### config.mk
export PLATFORM = sky130hd
export DESIGN_NAME = button_auto_repeat_flat
export DESIGN_NICKNAME = d
export VERILOG_FILES = /design/src/hw/rtl/bar_pkg.sv /design/src/hw/rtl/bar_req_if.sv /design/src/hw/rtl/bar_rsp_if.sv /design/src/hw/rtl/bar_csr_if.sv /design/src/hw/rtl/button_auto_repeat.sv /design/src/hw/rtl/bar_rem.sv /design/src/hw/rtl/bar_ctrl.sv /design/src/hw/rtl/bar_dp.sv /design/src/flat_wrapper.sv
export SDC_FILE = /design/constraint.sdc
export NUM_CORES = 1
export LEC_CHECK = 0
export BUFFER_PORTS_ARGS = -buffer_cell sky130_fd_sc_hd__buf_2
export CORE_MARGIN = 2
export CORE_UTILIZATION = 50
export CTS_BUF_LIST = sky130_fd_sc_hd__clkbuf_2
export CTS_CLUSTER_DIAMETER = 80
export DETAILED_ROUTE_END_ITERATION = 10
export GPL_ROUTABILITY_DRIVEN = 0
export PLACE_DENSITY = 0.67
export SYNTH_ARGS = -nofsm -noshare
export SYNTH_HDL_FRONTEND = slang
export SYNTH_SLANG_ARGS = --single-unit
### constraint.sdc
create_clock -name clock -period 29.5 [get_ports clock]
set_clock_uncertainty 0.2 [all_clocks]
set_input_delay 5.9 -clock clock [delete_from_list [all_inputs] [get_ports clock]]
set_output_delay 5.9 -clock clock [all_outputs]
set_load 0.005 [all_outputs]
### src/hw/rtl/bar_pkg.sv
// shared types, constants and helper functions for the button auto-repeat block
// no dependencies; every other file of the block refers to this package
package bar_pkg;

   localparam int TIME_W        = 40;
   localparam int BTN_W         = 32;
   localparam int CFG_W         = 16;
   localparam int CMD_W         = 2;
   localparam int CSR_IDX_W     = 2;
   localparam int LANES_DEFAULT = 6;
   localparam int LANE_IDX_W    = 5;

   localparam logic [TIME_W-1:0] TIME_MAX       = '1;
   localparam logic [CFG_W-1:0]  DELAY_RESET    = 16'd350;
   localparam logic [CFG_W-1:0]  INTERVAL_RESET = 16'd80;

   // remainder unit retires this many dividend bits per cycle
   localparam int REM_DIGIT_W = 4;
   localparam int REM_STEPS   = TIME_W / REM_DIGIT_W;
   localparam int REM_CNT_W   = $clog2(REM_STEPS);

   // button bit positions
   localparam int BTN_L     = 6;
   localparam int BTN_R     = 7;
   localparam int BTN_LEFT  = 12;
   localparam int BTN_UP    = 13;
   localparam int BTN_RIGHT = 14;
   localparam int BTN_DOWN  = 15;
   localparam int LS_LEFT   = 16;
   localparam int LS_UP     = 17;
   localparam int LS_RIGHT  = 18;
   localparam int LS_DOWN   = 19;
   localparam int RS_LEFT   = 20;
   localparam int RS_UP     = 21;
   localparam int RS_RIGHT  = 22;
   localparam int RS_DOWN   = 23;

   typedef enum logic [CMD_W-1:0] {
      CMD_TICK  = 2'd0,
      CMD_POLL  = 2'd1,
      CMD_QUERY = 2'd2,
      CMD_NOP   = 2'd3
   } command_type;

   typedef enum logic [CSR_IDX_W-1:0] {
      CSR_INITIAL_DELAY   = 2'd0,
      CSR_REPEAT_INTERVAL = 2'd1
   } csr_index_type;

   // controller to datapath
   typedef struct packed {
      logic load_req;
      logic apply;
      logic lane_next;
      logic rem_start;
      logic fire_write;
      logic rsp_load;
   } ctrl_cmd_type;

   // datapath to controller
   typedef struct packed {
      command_type command;
      logic        lane_fires;
      logic        lane_last;
      logic        rem_done;
   } dp_stat_type;

   // or stick directions onto the d-pad bits
   function automatic logic [BTN_W-1:0] merge_sticks(input logic [BTN_W-1:0] w);
      logic [BTN_W-1:0] m;
      m            = w;
      m[BTN_UP]    = w[BTN_UP]    | w[LS_UP]    | w[RS_UP];
      m[BTN_DOWN]  = w[BTN_DOWN]  | w[LS_DOWN]  | w[RS_DOWN];
      m[BTN_LEFT]  = w[BTN_LEFT]  | w[LS_LEFT]  | w[RS_LEFT];
      m[BTN_RIGHT] = w[BTN_RIGHT] | w[LS_RIGHT] | w[RS_RIGHT];
      return m;
   endfunction

   // button bit owned by a lane; lanes past the sixth own none
   function automatic logic [BTN_W-1:0] lane_bit(input logic [LANE_IDX_W-1:0] lane);
      logic [BTN_W-1:0] b;
      case (lane)
         5'd0:    b = BTN_W'(1) << BTN_UP;
         5'd1:    b = BTN_W'(1) << BTN_DOWN;
         5'd2:    b = BTN_W'(1) << BTN_LEFT;
         5'd3:    b = BTN_W'(1) << BTN_RIGHT;
         5'd4:    b = BTN_W'(1) << BTN_L;
         5'd5:    b = BTN_W'(1) << BTN_R;
         default: b = '0;
      endcase
      return b;
   endfunction

endpackage

### src/hw/rtl/bar_req_if.sv
// request channel of the button auto-repeat block
// depends on bar_pkg for field widths
interface bar_req_if;
   logic                        valid;
   logic                        ready;
   logic [bar_pkg::CMD_W-1:0]   command;
   logic [bar_pkg::BTN_W-1:0]   buttons_pressed;
   logic [bar_pkg::BTN_W-1:0]   buttons_held;
   logic [bar_pkg::BTN_W-1:0]   repeat_mask;

   modport source (output valid, command, buttons_pressed, buttons_held, repeat_mask,
                   input ready);
   modport sink (input valid, command, buttons_pressed, buttons_held, repeat_mask,
                 output ready);
endinterface

### src/hw/rtl/bar_rsp_if.sv
// response channel of the button auto-repeat block
// depends on bar_pkg for field widths
interface bar_rsp_if;
   logic                      valid;
   logic                      ready;
   logic [bar_pkg::BTN_W-1:0] pressed_remapped;
   logic [bar_pkg::BTN_W-1:0] repeated;

   modport source (output valid, pressed_remapped, repeated, input ready);
   modport sink (input valid, pressed_remapped, repeated, output ready);
endinterface

### src/hw/rtl/bar_csr_if.sv
// register write channel of the button auto-repeat block
// depends on bar_pkg for index and data widths
interface bar_csr_if;
   logic                          valid;
   logic                          ready;
   logic [bar_pkg::CSR_IDX_W-1:0] index;
   logic [bar_pkg::CFG_W-1:0]     data;

   modport source (output valid, index, data, input ready);
   modport sink (input valid, index, data, output ready);
endinterface

### src/hw/rtl/button_auto_repeat.sv
// top level of the button auto-repeat block: joins controller and datapath to the channels
// depends on bar_pkg, bar_req_if, bar_rsp_if, bar_csr_if, bar_ctrl and bar_dp
//
// Typematic auto-repeat for up, down, left, right, L and R. Each request word carries a
// command: a tick moves the millisecond counter on by one (it stops at 2^40-1), a poll
// merges stick directions onto the d-pad bits and arms or disarms the lanes, and a query
// reports the masked lanes whose repeat is due, then moves each of those fire times past
// now by whole intervals. Every request gives exactly one response word. A tick, a poll or
// an unused command holds the block from the accept through the execute and done states;
// its response word is registered on leaving done, once the output register is free. A
// query visits the lanes one per cycle while none fires; each lane that fires waits while
// the catch-up remainder unit retires four bits of the 40-bit time gap per cycle.
// One request is in work at a time; a new request is taken while the previous response
// still waits in the output register. The user must write the two timing registers only
// while no request is in work (the block does not check); the register port never stalls.
module button_auto_repeat #(
   parameter int LANES = bar_pkg::LANES_DEFAULT
) (
   input  logic      clock,
   input  logic      reset,
   bar_req_if.sink   req_ch,
   bar_rsp_if.source rsp_ch,
   bar_csr_if.sink   csr_ch
);

   bar_pkg::ctrl_cmd_type cmd;
   bar_pkg::dp_stat_type  stat;
   logic                  csr_write;

   // timing registers are plain flops, so writes always land
   assign csr_ch.ready = 1'b1;
   assign csr_write    = csr_ch.valid && csr_ch.ready;

   // sequencer: request handshake, lane scan, response valid
   bar_ctrl u_ctrl (
      .clock     (clock),
      .reset     (reset),
      .req_valid (req_ch.valid),
      .req_ready (req_ch.ready),
      .rsp_valid (rsp_ch.valid),
      .rsp_ready (rsp_ch.ready),
      .cmd       (cmd),
      .stat      (stat)
   );

   // state, lane registers, catch-up unit and response word
   bar_dp #(
      .LANES (LANES)
   ) u_dp (
      .clock                (clock),
      .reset                (reset),
      .req_command          (req_ch.command),
      .req_buttons_pressed  (req_ch.buttons_pressed),
      .req_buttons_held     (req_ch.buttons_held),
      .req_repeat_mask      (req_ch.repeat_mask),
      .csr_write            (csr_write),
      .csr_index            (csr_ch.index),
      .csr_data             (csr_ch.data),
      .cmd                  (cmd),
      .stat                 (stat),
      .rsp_pressed_remapped (rsp_ch.pressed_remapped),
      .rsp_repeated         (rsp_ch.repeated)
   );

endmodule

### src/hw/rtl/bar_rem.sv
// iterative remainder unit: 40-bit dividend modulo 16-bit divisor, four bits a cycle
// depends on bar_pkg
module bar_rem (
   input  logic                        clock,
   input  logic                        reset,
   input  logic                        start,
   input  logic [bar_pkg::TIME_W-1:0]  dividend,
   input  logic [bar_pkg::CFG_W-1:0]   divisor,
   output logic                        busy,
   output logic                        done,
   output logic [bar_pkg::CFG_W-1:0]   remainder
);

   logic [bar_pkg::TIME_W-1:0]    num_ff, num_in;
   logic [bar_pkg::CFG_W-1:0]     rem_ff, rem_in;
   logic [bar_pkg::CFG_W-1:0]     div_ff;
   logic [bar_pkg::REM_CNT_W-1:0] cnt_ff;
   logic                          busy_ff;
   logic                          done_ff;

   // restoring steps, remainder stays below the divisor
   always_comb begin
      logic [bar_pkg::CFG_W:0] trial;
      num_in = num_ff;
      rem_in = rem_ff;
      for (int k = 0; k < bar_pkg::REM_DIGIT_W; k++) begin
         trial  = {rem_in, num_in[bar_pkg::TIME_W-1]};
         num_in = num_in << 1;
         if (trial >= {1'b0, div_ff}) begin
            trial = trial - {1'b0, div_ff};
         end
         rem_in = trial[bar_pkg::CFG_W-1:0];
      end
   end

   always_ff @(posedge clock) begin
      if (reset) begin
         busy_ff <= 1'b0;
         done_ff <= 1'b0;
         cnt_ff  <= '0;
      end else begin
         done_ff <= 1'b0;
         if (start) begin
            busy_ff <= 1'b1;
            cnt_ff  <= '0;
         end else if (busy_ff) begin
            cnt_ff <= cnt_ff + bar_pkg::REM_CNT_W'(1);
            if (cnt_ff == bar_pkg::REM_CNT_W'(bar_pkg::REM_STEPS - 1)) begin
               busy_ff <= 1'b0;
               done_ff <= 1'b1;
            end
         end
      end
   end

   always_ff @(posedge clock) begin
      if (start) begin
         num_ff <= dividend;
         rem_ff <= '0;
         div_ff <= divisor;
      end else if (busy_ff) begin
         num_ff <= num_in;
         rem_ff <= rem_in;
      end
   end

   assign busy      = busy_ff;
   assign done      = done_ff;
   assign remainder = rem_ff;

   a_start_idle: assert property (@(posedge clock) disable iff (reset)
      start |-> !busy_ff)
      else $error("remainder unit restarted while busy");

   a_done_after_busy: assert property (@(posedge clock) disable iff (reset)
      done_ff |-> $past(busy_ff) && !busy_ff)
      else $error("remainder done without a finished run");

   a_rem_below_div: assert property (@(posedge clock) disable iff (reset)
      done_ff |-> rem_ff < div_ff)
      else $error("remainder not below divisor");

endmodule

### src/hw/rtl/bar_ctrl.sv
// controller of the button auto-repeat block: sequences commands and the lane scan
// depends on bar_pkg for command and status structs
module bar_ctrl (
   input  logic                  clock,
   input  logic                  reset,
   input  logic                  req_valid,
   output logic                  req_ready,
   output logic                  rsp_valid,
   input  logic                  rsp_ready,
   output bar_pkg::ctrl_cmd_type cmd,
   input  bar_pkg::dp_stat_type  stat
);

   typedef enum logic [5:0] {
      S_IDLE  = 6'b000001,
      S_EXEC  = 6'b000010,
      S_CHECK = 6'b000100,
      S_DIV   = 6'b001000,
      S_WB    = 6'b010000,
      S_DONE  = 6'b100000
   } state_type;

   state_type state_ff, state_in;
   logic      rsp_valid_ff, rsp_valid_in;
   logic      slot_free;

   assign slot_free = !rsp_valid_ff || rsp_ready;

   always_comb begin
      state_in = state_ff;
      cmd      = '0;
      unique case (state_ff)
         S_IDLE: begin
            if (req_valid) begin
               cmd.load_req = 1'b1;
               state_in     = S_EXEC;
            end
         end
         S_EXEC: begin
            cmd.apply = 1'b1;
            state_in  = (stat.command == bar_pkg::CMD_QUERY) ? S_CHECK : S_DONE;
         end
         S_CHECK: begin
            if (stat.lane_fires) begin
               cmd.rem_start = 1'b1;
               state_in      = S_DIV;
            end else if (stat.lane_last) begin
               state_in = S_DONE;
            end else begin
               cmd.lane_next = 1'b1;
            end
         end
         S_DIV: begin
            if (stat.rem_done) begin
               state_in = S_WB;
            end
         end
         S_WB: begin
            cmd.fire_write = 1'b1;
            if (stat.lane_last) begin
               state_in = S_DONE;
            end else begin
               cmd.lane_next = 1'b1;
               state_in      = S_CHECK;
            end
         end
         S_DONE: begin
            if (slot_free) begin
               cmd.rsp_load = 1'b1;
               state_in     = S_IDLE;
            end
         end
         default: state_in = S_IDLE;
      endcase
   end

   assign rsp_valid_in = cmd.rsp_load || (rsp_valid_ff && !rsp_ready);

   always_ff @(posedge clock) begin
      if (reset) begin
         state_ff     <= S_IDLE;
         rsp_valid_ff <= 1'b0;
      end else begin
         state_ff     <= state_in;
         rsp_valid_ff <= rsp_valid_in;
      end
   end

   assign req_ready = (state_ff == S_IDLE);
   assign rsp_valid = rsp_valid_ff;

   a_accept_to_exec: assert property (@(posedge clock) disable iff (reset)
      req_valid && req_ready |=> state_ff == S_EXEC)
      else $error("accepted word not executed");

   a_done_delivers: assert property (@(posedge clock) disable iff (reset)
      state_ff == S_DONE && slot_free |=> rsp_valid_ff && state_ff == S_IDLE)
      else $error("finished word not placed in output register");

   a_div_waits: assert property (@(posedge clock) disable iff (reset)
      state_ff == S_DIV && !stat.rem_done |=> state_ff == S_DIV)
      else $error("left catch-up before remainder done");

endmodule

### src/hw/rtl/bar_dp.sv
// datapath of the button auto-repeat block: time, button words, lanes, config, output word
// depends on bar_pkg and instantiates bar_rem
module bar_dp #(
   parameter int LANES = bar_pkg::LANES_DEFAULT
) (
   input  logic                          clock,
   input  logic                          reset,
   input  logic [bar_pkg::CMD_W-1:0]     req_command,
   input  logic [bar_pkg::BTN_W-1:0]     req_buttons_pressed,
   input  logic [bar_pkg::BTN_W-1:0]     req_buttons_held,
   input  logic [bar_pkg::BTN_W-1:0]     req_repeat_mask,
   input  logic                          csr_write,
   input  logic [bar_pkg::CSR_IDX_W-1:0] csr_index,
   input  logic [bar_pkg::CFG_W-1:0]     csr_data,
   input  bar_pkg::ctrl_cmd_type         cmd,
   output bar_pkg::dp_stat_type          stat,
   output logic [bar_pkg::BTN_W-1:0]     rsp_pressed_remapped,
   output logic [bar_pkg::BTN_W-1:0]     rsp_repeated
);

   localparam int LANE_W = (LANES > 1) ? $clog2(LANES) : 1;
   localparam int TW     = bar_pkg::TIME_W;
   localparam int BW     = bar_pkg::BTN_W;
   localparam int CW     = bar_pkg::CFG_W;

   // captured request
   bar_pkg::command_type req_cmd_ff;
   logic [BW-1:0]        req_pressed_ff, req_held_ff, req_mask_ff;

   logic [TW-1:0]        time_now_ff, time_now_in;
   logic [BW-1:0]        last_pressed_ff, last_pressed_in;
   logic [BW-1:0]        last_held_ff, last_held_in;
   logic [LANES-1:0]     lane_armed_ff, lane_armed_in;
   logic [TW-1:0]        lane_fire_ff [LANES];
   logic [TW-1:0]        lane_fire_in [LANES];
   logic [CW-1:0]        delay_ff, interval_ff;
   logic [LANE_W-1:0]    lane_ff;
   logic [BW-1:0]        rep_ff;
   logic [BW-1:0]        rsp_pressed_ff, rsp_repeated_ff;

   logic [BW-1:0]        merged_pressed, merged_held;
   logic [BW-1:0]        cur_bit;
   logic [TW-1:0]        cur_fire;
   logic [TW:0]          arm_sum, wb_sum;
   logic [TW-1:0]        arm_time, fire_wb;
   logic [CW-1:0]        interval_eff;
   logic [CW-1:0]        rem_value;
   logic                 rem_busy, rem_done;

   assign merged_pressed = bar_pkg::merge_sticks(req_pressed_ff);
   assign merged_held    = bar_pkg::merge_sticks(req_held_ff);
   assign interval_eff   = (interval_ff == '0) ? CW'(1) : interval_ff;

   // fire time on press, saturating
   assign arm_sum  = {1'b0, time_now_ff} + (TW + 1)'(delay_ff);
   assign arm_time = (arm_sum > {1'b0, bar_pkg::TIME_MAX}) ? bar_pkg::TIME_MAX
                                                          : arm_sum[TW-1:0];

   // catch-up: fire + (diff / iv + 1) * iv equals now - diff % iv + iv
   assign wb_sum  = {1'b0, time_now_ff} - (TW + 1)'(rem_value) + (TW + 1)'(interval_eff);
   assign fire_wb = (wb_sum > {1'b0, bar_pkg::TIME_MAX}) ? bar_pkg::TIME_MAX
                                                        : wb_sum[TW-1:0];

   assign cur_bit  = bar_pkg::lane_bit(bar_pkg::LANE_IDX_W'(lane_ff));
   assign cur_fire = lane_fire_ff[lane_ff];

   assign stat.command    = req_cmd_ff;
   assign stat.lane_fires = (|(req_mask_ff & cur_bit)) && lane_armed_ff[lane_ff]
                            && (|(last_held_ff & cur_bit)) && !(|(last_pressed_ff & cur_bit))
                            && (time_now_ff >= cur_fire);
   assign stat.lane_last  = (lane_ff == LANE_W'(LANES - 1));
   assign stat.rem_done   = rem_done;

   bar_rem u_rem (
      .clock     (clock),
      .reset     (reset),
      .start     (cmd.rem_start),
      .dividend  (time_now_ff - cur_fire),
      .divisor   (interval_eff),
      .busy      (rem_busy),
      .done      (rem_done),
      .remainder (rem_value)
   );

   // tick and poll act on the whole state at once; a query write-back sets the current lane's fire time
   always_comb begin
      logic [BW-1:0] b;
      b               = '0;
      time_now_in     = time_now_ff;
      last_pressed_in = last_pressed_ff;
      last_held_in    = last_held_ff;
      lane_armed_in   = lane_armed_ff;
      for (int i = 0; i < LANES; i++) begin
         lane_fire_in[i] = lane_fire_ff[i];
      end
      if (cmd.apply && req_cmd_ff == bar_pkg::CMD_TICK) begin
         if (time_now_ff != bar_pkg::TIME_MAX) begin
            time_now_in = time_now_ff + TW'(1);
         end
      end
      if (cmd.apply && req_cmd_ff == bar_pkg::CMD_POLL) begin
         last_pressed_in = merged_pressed;
         last_held_in    = merged_held;
         for (int i = 0; i < LANES; i++) begin
            b = bar_pkg::lane_bit(bar_pkg::LANE_IDX_W'(i));
            if (|(merged_pressed & b)) begin
               lane_armed_in[i] = 1'b1;
               lane_fire_in[i]  = arm_time;
            end else if (!(|(merged_held & b))) begin
               lane_armed_in[i] = 1'b0;
               lane_fire_in[i]  = '0;
            end
         end
      end
      if (cmd.fire_write) begin
         lane_fire_in[lane_ff] = fire_wb;
      end
   end

   always_ff @(posedge clock) begin
      if (reset) begin
         time_now_ff     <= '0;
         last_pressed_ff <= '0;
         last_held_ff    <= '0;
         lane_armed_ff   <= '0;
         delay_ff        <= bar_pkg::DELAY_RESET;
         interval_ff     <= bar_pkg::INTERVAL_RESET;
         lane_ff         <= '0;
      end else begin
         time_now_ff     <= time_now_in;
         last_pressed_ff <= last_pressed_in;
         last_held_ff    <= last_held_in;
         lane_armed_ff   <= lane_armed_in;
         if (csr_write) begin
            unique case (csr_index)
               bar_pkg::CSR_INITIAL_DELAY:   delay_ff    <= csr_data;
               bar_pkg::CSR_REPEAT_INTERVAL: interval_ff <= csr_data;
               default: ;
            endcase
         end
         if (cmd.apply) begin
            lane_ff <= '0;
         end else if (cmd.lane_next) begin
            lane_ff <= lane_ff + LANE_W'(1);
         end
      end
   end

   always_ff @(posedge clock) begin
      if (reset) begin
         for (int i = 0; i < LANES; i++) begin
            lane_fire_ff[i] <= '0;
         end
      end else begin
         for (int i = 0; i < LANES; i++) begin
            lane_fire_ff[i] <= lane_fire_in[i];
         end
      end
      if (cmd.load_req) begin
         req_cmd_ff     <= bar_pkg::command_type'(req_command);
         req_pressed_ff <= req_buttons_pressed;
         req_held_ff    <= req_buttons_held;
         req_mask_ff    <= req_repeat_mask;
      end
      if (cmd.apply) begin
         rep_ff <= '0;
      end else if (cmd.rem_start) begin
         rep_ff <= rep_ff | cur_bit;
      end
      if (cmd.rsp_load) begin
         rsp_pressed_ff  <= (req_cmd_ff == bar_pkg::CMD_POLL) ? last_pressed_ff : '0;
         rsp_repeated_ff <= (req_cmd_ff == bar_pkg::CMD_QUERY) ? rep_ff : '0;
      end
   end

   assign rsp_pressed_remapped = rsp_pressed_ff;
   assign rsp_repeated         = rsp_repeated_ff;

   a_write_armed_lane: assert property (@(posedge clock) disable iff (reset)
      cmd.fire_write |-> lane_armed_ff[lane_ff])
      else $error("fire time written for a lane that is not armed");

   a_wb_past_now: assert property (@(posedge clock) disable iff (reset)
      cmd.fire_write && time_now_ff != bar_pkg::TIME_MAX |-> fire_wb > time_now_ff)
      else $error("catch-up left fire time at or before now");

   a_start_on_fire: assert property (@(posedge clock) disable iff (reset)
      cmd.rem_start |-> stat.lane_fires && !rem_busy)
      else $error("catch-up started for a lane that does not fire");

endmodule

### src/flat_wrapper.sv
// flat-port wrapper written by rule: the top's interface ports become plain ports
module button_auto_repeat_flat 
#(
   parameter int LANES = bar_pkg::LANES_DEFAULT
)
  (clock, reset, req_ch_valid, req_ch_command, req_ch_buttons_pressed, req_ch_buttons_held, req_ch_repeat_mask, req_ch_ready, rsp_ch_valid, rsp_ch_pressed_remapped, rsp_ch_repeated, rsp_ch_ready, csr_ch_valid, csr_ch_index, csr_ch_data, csr_ch_ready);
  bar_req_if req_ch_i ();
  bar_rsp_if rsp_ch_i ();
  bar_csr_if csr_ch_i ();
  input  logic clock;
  input  logic reset;
  input wire logic [$bits(req_ch_i.valid)-1:0] req_ch_valid;
  input wire logic [$bits(req_ch_i.command)-1:0] req_ch_command;
  input wire logic [$bits(req_ch_i.buttons_pressed)-1:0] req_ch_buttons_pressed;
  input wire logic [$bits(req_ch_i.buttons_held)-1:0] req_ch_buttons_held;
  input wire logic [$bits(req_ch_i.repeat_mask)-1:0] req_ch_repeat_mask;
  output wire logic [$bits(req_ch_i.ready)-1:0] req_ch_ready;
  output wire logic [$bits(rsp_ch_i.valid)-1:0] rsp_ch_valid;
  output wire logic [$bits(rsp_ch_i.pressed_remapped)-1:0] rsp_ch_pressed_remapped;
  output wire logic [$bits(rsp_ch_i.repeated)-1:0] rsp_ch_repeated;
  input wire logic [$bits(rsp_ch_i.ready)-1:0] rsp_ch_ready;
  input wire logic [$bits(csr_ch_i.valid)-1:0] csr_ch_valid;
  input wire logic [$bits(csr_ch_i.index)-1:0] csr_ch_index;
  input wire logic [$bits(csr_ch_i.data)-1:0] csr_ch_data;
  output wire logic [$bits(csr_ch_i.ready)-1:0] csr_ch_ready;
  assign req_ch_i.valid = req_ch_valid;
  assign req_ch_i.command = req_ch_command;
  assign req_ch_i.buttons_pressed = req_ch_buttons_pressed;
  assign req_ch_i.buttons_held = req_ch_buttons_held;
  assign req_ch_i.repeat_mask = req_ch_repeat_mask;
  assign req_ch_ready = req_ch_i.ready;
  assign rsp_ch_valid = rsp_ch_i.valid;
  assign rsp_ch_pressed_remapped = rsp_ch_i.pressed_remapped;
  assign rsp_ch_repeated = rsp_ch_i.repeated;
  assign rsp_ch_i.ready = rsp_ch_ready;
  assign csr_ch_i.valid = csr_ch_valid;
  assign csr_ch_i.index = csr_ch_index;
  assign csr_ch_i.data = csr_ch_data;
  assign csr_ch_ready = csr_ch_i.ready;
  button_auto_repeat #(.LANES(LANES)) u_core (.clock(clock), .reset(reset), .req_ch(req_ch_i), .rsp_ch(rsp_ch_i), .csr_ch(csr_ch_i));
endmodule
==> results of run 1 <==
==> logic make-up after synthesis <==
group,share of synthesized area [%]
compound gates,24.96
simple gates,13.36
flops,37.37
buf+inv,5.649
fa+ha+maj,8.573
xor+xnor,4.702
mux,5.362
other cells,0.02265
==> final cells by class <==
cell class / instances / area, sq um
repair buffers: 164 / 963.4
inverters: 184 / 690.7
diodes: 6 / 15.01
clock buffers: 229 / 1146
clock inverters: 38 / 236.5
well taps: 864 / 1081
flip-flops and latches: 545 / 12400
multi-input cells: 2699 / 19080
fillers: 6160 / 30140
==> flip-flops by register name (all words and copies together), names as in the netlist, 4 cells and up, named ones only <==
register and count:
u_core.u_dp.lane_fire_ff 240, u_core.u_dp.time_now_ff 40, u_core.u_dp.u_rem.num_ff 40, u_core.u_dp.last_pressed_ff 32
u_core.u_dp.req_pressed_ff 32, u_core.u_dp.rsp_pressed_remapped 32, u_core.u_dp.delay_ff 16, u_core.u_dp.interval_ff 16
u_core.u_dp.u_rem.div_ff 16, u_core.u_dp.u_rem.remainder 16, u_core.u_dp.req_held_ff 14, u_core.u_ctrl.state_ff 6
u_core.u_dp.lane_armed_ff 6, u_core.u_dp.last_held_ff 6, u_core.u_dp.rep_ff 6, u_core.u_dp.req_mask_ff 6
u_core.u_dp.rsp_repeated 6, u_core.u_dp.u_rem.cnt_ff 4
==> path summary, 6_finish.rpt <==
path                                from                              to  slack (ns)  cells past startpoint
max          u_core.u_dp.u_rem.div_ff[1]  u_core.u_dp.u_rem.remainder[0]       17.88                     40
min           u_core.u_dp.interval_ff[4]     u_core.u_dp.u_rem.div_ff[4]        0.24                      0
max reg2reg  u_core.u_dp.u_rem.div_ff[1]  u_core.u_dp.u_rem.remainder[0]       17.88                     40
min reg2reg   u_core.u_dp.interval_ff[4]     u_core.u_dp.u_rem.div_ff[4]        0.24                      0
==> metal layers <==
layer | track usage, % | vias to the layer above | wire length [um]
li1 | - | 13830 | -
met1 | 40.47 | 14113 | 44320
met2 | 45.73 | 1458 | 46240
met3 | 6.601 | 269 | 9797
met4 | 12.41 | 0 | 3639
met5 | 0 | - | 0
==> power by group through the flow <==
stage / logic, uW / registers [uW] / clock network (uW)
3_3_place_gp: 2530 / 868 / 0
5_1_grt: 2820 / 856 / 607
6_report: 2610 / 852 / 556
2_1_floorplan: 2040 / 849 / 0
3_5_place_dp: 2530 / 868 / 0
4_1_cts: 2550 / 851 / 569
==> per-stage QoR <==
stage | setup slack (ns) | util, % | cells
after global routing | 17.30 | 54.15 | 4727
after floorplan | 19.75 | - | 3696
final | 17.88 | 54.16 | 4729
after global placement | 17.97 | 52.03 | 4456
after detailed placement | 17.96 | 52.03 | 4456
after CTS | 17.88 | 54.14 | 4723
==> layout by cell type (no fill, tap or decap), drive strengths merged, types with 27 or more instances in the layout <==
cell | Yosys | layout
dfxtp | 397 | 397
nand2 | 363 | 363
a21oi | 296 | 296
clkbuf | 199 | 229
a211oi | 220 | 220
o21ai | 213 | 213
nor2 | 213 | 213
ha | 192 | 192
inv | 183 | 189
a221oi | 174 | 174
buf | 69 | 164
edfxtp | 148 | 148
xnor2 | 128 | 128
a21o | 74 | 74
mux2i | 73 | 73
and2 | 64 | 64
nor3 | 59 | 59
xor2 | 50 | 50
nand3 | 50 | 50
mux4 | 40 | 40
nand4 | 38 | 38
nand2b | 32 | 32
clkinv | 1 | 28
conb | 2 | 27
nor2b | 27 | 27
==> critical path: cells and delay by family (launching register included) <==
family                     cells  cell delay, ns
muxes                          1            0.38
adders and majority gates      4            1.18
and+or+nand+nor               10            1.77
DFF                            1            0.53
buffers and inverters          4            0.74
AOI/OAI and AO/OA             21            6.64
==> summary.txt, run 1 <==
Timing
  – Worst relative slew slack: 20.55%
  – Final hold viol count: 0
  – Fin. max-slew vios: 0
  – Hold_ws: 0.2448 ns
  – RSZ-0062 raised after global routing: no
  – Fin crit share: 39.38%
  – Worst slew pin tran: 1.192 ns
  – Fin crit period: 11.62 ns
  – Max Fclk: 86.08 MHz
  – Final setup viols: 0
  – Final setup TNS: 0 ns

Worst setup path
  – Critical-path top delay cell: a211oi_1
  – Classification of the worst setup path: flip-flop to flip-flop
  – CP endpoint kind: flip-flop
  – Crit path launch type: flip-flop
  – Critical path arrival: 12.63 ns
  – Worst endpoint required time: 30.51 ns
  – Crit-path max FO: 18
  – Critical Path Max Stage Delay: 0.66 ns
  – CP most frequent cell: ha_1

CTS
  – CTS Hold Buffers Added: 0
  – Cts repair resizes: 0
  – Post-CTS Setup Bufs: 0
  – H-Tree Depth: 4
  – Clock tree sinks: 545
  – CTS max path bufs: 3
  – Root Buffer Master: clkbuf_2
  – Clk_lat worst skew: 1.40 ns
  – Clock slew at reported path FFs: 0.11 ns
  – CTS tree: yes
  – TritonCTS buffer count: 147

Drt
  – Avg Vias per Cell: 6.274
  – Routed Antenna Nets: 0
  – First-pass iteration count of the detailed router: 6
  – Routed WL per cell: 21.99 um
  – DRC: 0
  – DR iter-0 viols: 3259
  – Post-Route WL: 104000 um
  – Via count: 29670

Run
  – Max-Cap Viols: 0

Layout
  – Design area: 35610 sq um
  – # nets final: 4076
  – Layout area overhead: 7.388%
  – Layout cells sized above 1: 13.66%

Worst hold path
  – Type of the worst min-delay path: flip-flop to flip-flop

Power
  – Switching Fraction: 47.86%
  – Pwr/cell area: 112.7 nW/um^2
  – Switching pwr: 1921 uW
  – Total power: 4015 uW
  – Comb pwr share: 64.9%
  – Int Pwr: 2093 uW
  – Sequential share of power: 21.2%
  – Peak supply drop: 0.0001774 V
  – Clk network pwr share: 13.9%
  – Leak pwr: 0.01390 uW

Place
  – I/O Buffers: 116
  – DP Area: 34210 sq um
  – Post-DP HPWL: 69670 um

Yosys
  – Sequential share of the synthesized area: 37.37%
  – Async S/R FF share, synth: 0%
  – Main synth FF type: dfxtp_1
  – Syn Inst Count: 3671
  – Synthesis-stage register bit count: 545
  – Avg Synthesized Cell Area: 9.032 sq um
  – Distinct cells, synth: 94
  – Top cells by count, synth: 397 x dfxtp_1, 363 x nand2_1, 295 x a21oi_1
  – Dominant cell type by area after synthesis: dfxtp_1
  – Synth top area share: 23.97%
  – Number of synthesized flops with an enable pin: 148
  – Synth Warn #: 0
  – Netlist Area Pre-Place: 33160 sq um
  – Synth area leaders: dfxtp_1 24%, edfxtp_1 13%, ha_1 7.2%, a211oi_1 5.0%, a221oi_1 4.6%
  – Count leader, synth: dfxtp_1

Global routing
  – Vias in the first global route: 27415
  – Global route overflow: 0
  – Initial antenna violation count: 3
  – First-pass GRT wire length: 158000 um
  – Largest net degree at the start of global routing: 190
  – Tot GR Track Use: 29.76%

Floorplanning
  – # IOs: 188
  – Core Region: 65750 sq um
  – Area of the die: 68390 sq um
  – Row count: 94
  – Die height: 261.5 um
  – Die width: 261.5 um
  – Initial Utilization: 50.43%

Status
  – Status: completed
(Power assumes the default switching activity.)
==> run 2: changes to the inputs <==
- clock period: 29.5 -> 10.85 ns (I/O delays scaled with it)
==> run 2 against run 1 <==
Worst hold slack improved by 0.0069 ns. Worst setup slack got worse by 17 ns. Critical path depth rose by 2. Cell count did not move. Non-clock buffer count rose by 13. Core utilization rose by 0.19 points. Die area did not move. Routed wire length barely moved. Via count fell by 0.67%. Fmax rose by 15%.
==> summary.txt, run 2 (synthesized netlist as in run 1, its figures left out) <==
Drt
  – First-pass iteration count of the detailed router: 6
  – Routed WL per cell: 21.98 um
  – Avg Vias per Cell: 6.232
  – Via count: 29471
  – DR iter-0 viols: 3157
  – DRC: 0
  – Post-Route WL: 104000 um
  – Routed Antenna Nets: 0

Worst setup path
  – Critical-path top delay cell: a2111oi_0
  – Classification of the worst setup path: flip-flop to flip-flop
  – Crit-path max FO: 16
  – Critical path arrival: 11.12 ns
  – Worst Path Buf+Inv: 6
  – FF-to-FF path depth: 42
  – CP most frequent cell: ha_1
  – Crit path launch type: flip-flop
  – Reg2reg start: u_core.u_dp.u_rem.div_ff[7]
  – CP delay by family, top: compound AO/OA/AOI/OAI gates
  – R2R Setup Slk: 0.76 ns
  – Worst R2R End: u_core.u_dp.u_rem.remainder[4]
  – WP depth: 42
  – Beginning of the critical path: u_core.u_dp.u_rem.div_ff[7]
  – Worst endpoint required time: 11.87 ns
  – CP endpoint kind: flip-flop
  – Critical Path Max Stage Delay: 0.44 ns
  – Worst setup path endpoint: u_core.u_dp.u_rem.remainder[4]

Timing
  – Worst slew pin tran: 1.232 ns
  – Fin. max-slew vios: 0
  – Hold_ws: 0.2517 ns
  – Worst relative slew slack: 17.87%
  – Final setup TNS: 0 ns
  – Max Fclk: 99.09 MHz
  – Final setup viols: 0
  – Fin crit share: 93.01%
  – Final hold viol count: 0
  – Fin crit period: 10.09 ns

Power
  – Leak pwr: 0.01395 uW
  – Switching Fraction: 47.39%
  – Sequential share of power: 20.9%
  – Clk network pwr share: 13.7%
  – Peak supply drop: 0.0005496 V
  – Int Pwr: 5843 uW
  – Comb pwr share: 65.4%
  – Pwr/cell area: 310.8 nW/um^2
  – Switching pwr: 5263 uW

Layout
  – Largest register FFs: 240
  – # nets final: 4087
  – Fillers: 6133
  – Top Registers: u_core.u_dp.lane_fire_ff: 240 flops, u_core.u_dp.time_now_ff: 40 flops, u_core.u_dp.u_rem.num_ff: 40 flops
  – Most frequent cells in the layout: 394 x dfxtp_1, 362 x nand2_1, 295 x a21oi_1
  – Most common cell after layout, fill and taps aside: dfxtp_1
  – Largest reg by FF count: u_core.u_dp.lane_fire_ff
  – Core Util, Final: 54.35%
  – Layout cells sized above 1: 13.88%
  – Register area: 12400 sq um
  – Layout area overhead: 7.770%
  – Multi-input logic area: 19110 sq um

Global routing
  – First-pass GRT wire length: 158300 um
  – Tot GR Track Use: 29.72%
  – Vias in the first global route: 27572
  – Global route overflow: 0
  – Largest net degree at the start of global routing: 211
  – Initial antenna violation count: 5

Place
  – I/O Buffers: 116
  – Post-DP HPWL: 70350 um

Floorplanning
  – Die height: 261.5 um
  – Initial Utilization: 50.43%
  – Area of the die: 68390 sq um
  – Row count: 94
  – Die width: 261.5 um
  – # IOs: 188
  – Core Region: 65750 sq um

CTS
  – H-Tree Depth: 4
  – TritonCTS buffer count: 144
  – CTS tree: yes
  – Clk_lat worst skew: 1.43 ns
  – Root Buffer Master: clkbuf_2
  – CTS max path bufs: 3
  – Clock tree sinks: 545
  – Clock slew at reported path FFs: 0.10 ns

Run
  – Max-Cap Viols: 0

Worst hold path
  – Type of the worst min-delay path: flip-flop to flip-flop

Status
  – Status: completed
[run 2: changes by cell type in the layout (fill, tap and decap cells not counted), sizes merged]
| cell | previous run | this run |
|---|---|---|
| a21oi | 296 | 297 |
| buf | 164 | 177 |
| clkbuf | 229 | 219 |
| clkinv | 28 | 25 |
| clkinvlp | 4 | 1 |
| diode | 6 | 4 |
| inv | 189 | 193 |
[run 2: repair_timing]
| item | 4_1_cts | 5_1_grt |
|---|---|---|
| gates resized for setup | 0 | 6 |
| hold endpoints to repair | 0 | 0 |
| setup endpoints to repair | 0 | 16 |
| setup buffers | 0 | 3 |
| hold buffers | 0 | 0 |
[run 2: cell type report]
cell class                 count  share of cell area (%)
antenna                        4                 0.02801
clock buffer                 219                   3.067
clock inverter                36                  0.7773
inverter                     184                   1.933
multi-input combinational   2700                   53.47
sequential                   545                   34.70
tap                          864                   3.025
timing repair buffer         177                   3.004
[run 2: how the worst min path moves through the flow]
| stage | from | end | slack [ns] | cells after the start |
|---|---|---|---|---|
| 6_report | u_core.u_dp.last_pressed_ff[31] | u_core.u_dp.last_pressed_ff[31] | 0.25 | 2 |
| 5_1_grt | u_core.u_dp.last_pressed_ff[9] | u_core.u_dp.last_pressed_ff[9] | 0.28 | 2 |
| 4_1_cts | u_core.u_dp.last_pressed_ff[25] | u_core.u_dp.last_pressed_ff[25] | 0.26 | 2 |
| 3_5_place_dp | u_core.u_dp.last_pressed_ff[25] | u_core.u_dp.last_pressed_ff[25] | 0.24 | 2 |
| 3_3_place_gp | u_core.u_dp.last_pressed_ff[2] | u_core.u_dp.last_pressed_ff[2] | 0.24 | 2 |
| 2_1_floorplan | u_core.u_dp.rep_ff[6] | u_core.u_dp.rep_ff[6] | 0.23 | 2 |
[run 2: routing by layer]
metal | share of wire [%] | up-vias | routed length, um | GRT usage [%]
li1 | - | 13844 | - | -
met1 | 43 | 13981 | 44440 | 40.73
met2 | 44 | 1398 | 46010 | 45.05
met3 | 9.6 | 244 | 10020 | 7.298
met4 | 3.3 | 4 | 3470 | 11.77
met5 | 0.023 | - | 24 | 0
[run 2: worst reg2reg max path, delay by kind of cell (launching register included)]
| kind | cells | cell delay, ns |
|---|---|---|
| adders and majority gates | 4 | 1.29 |
| muxes | 3 | 0.87 |
| AOI/OAI and AO/OA | 20 | 4.36 |
| and+or+nand+nor | 9 | 2.01 |
| buffers and inverters | 6 | 0.89 |
| DFF | 1 | 0.34 |
[run 2: per-stage QoR]
stage	instance area, sq um	setup slack [ns]	instances	total power (uW)
after global routing	35730	-0.03156	4729	11920
after detailed placement	34300	0.5043	4466	9371
after global placement	34300	0.5657	4466	9368
after CTS	35670	0.5127	4721	10930
after floorplan	33250	1.103	3696	7843
final	35730	0.7579	4729	11110
[run 2: power groups by stage]
stage	logic (uW)	registers, uW	clock network (uW)
6_report	7270	2320	1520
5_1_grt	7940	2330	1660
4_1_cts	7070	2310	1550
3_5_place_dp	7010	2360	0
3_3_place_gp	7010	2360	0
2_1_floorplan	5530	2310	0
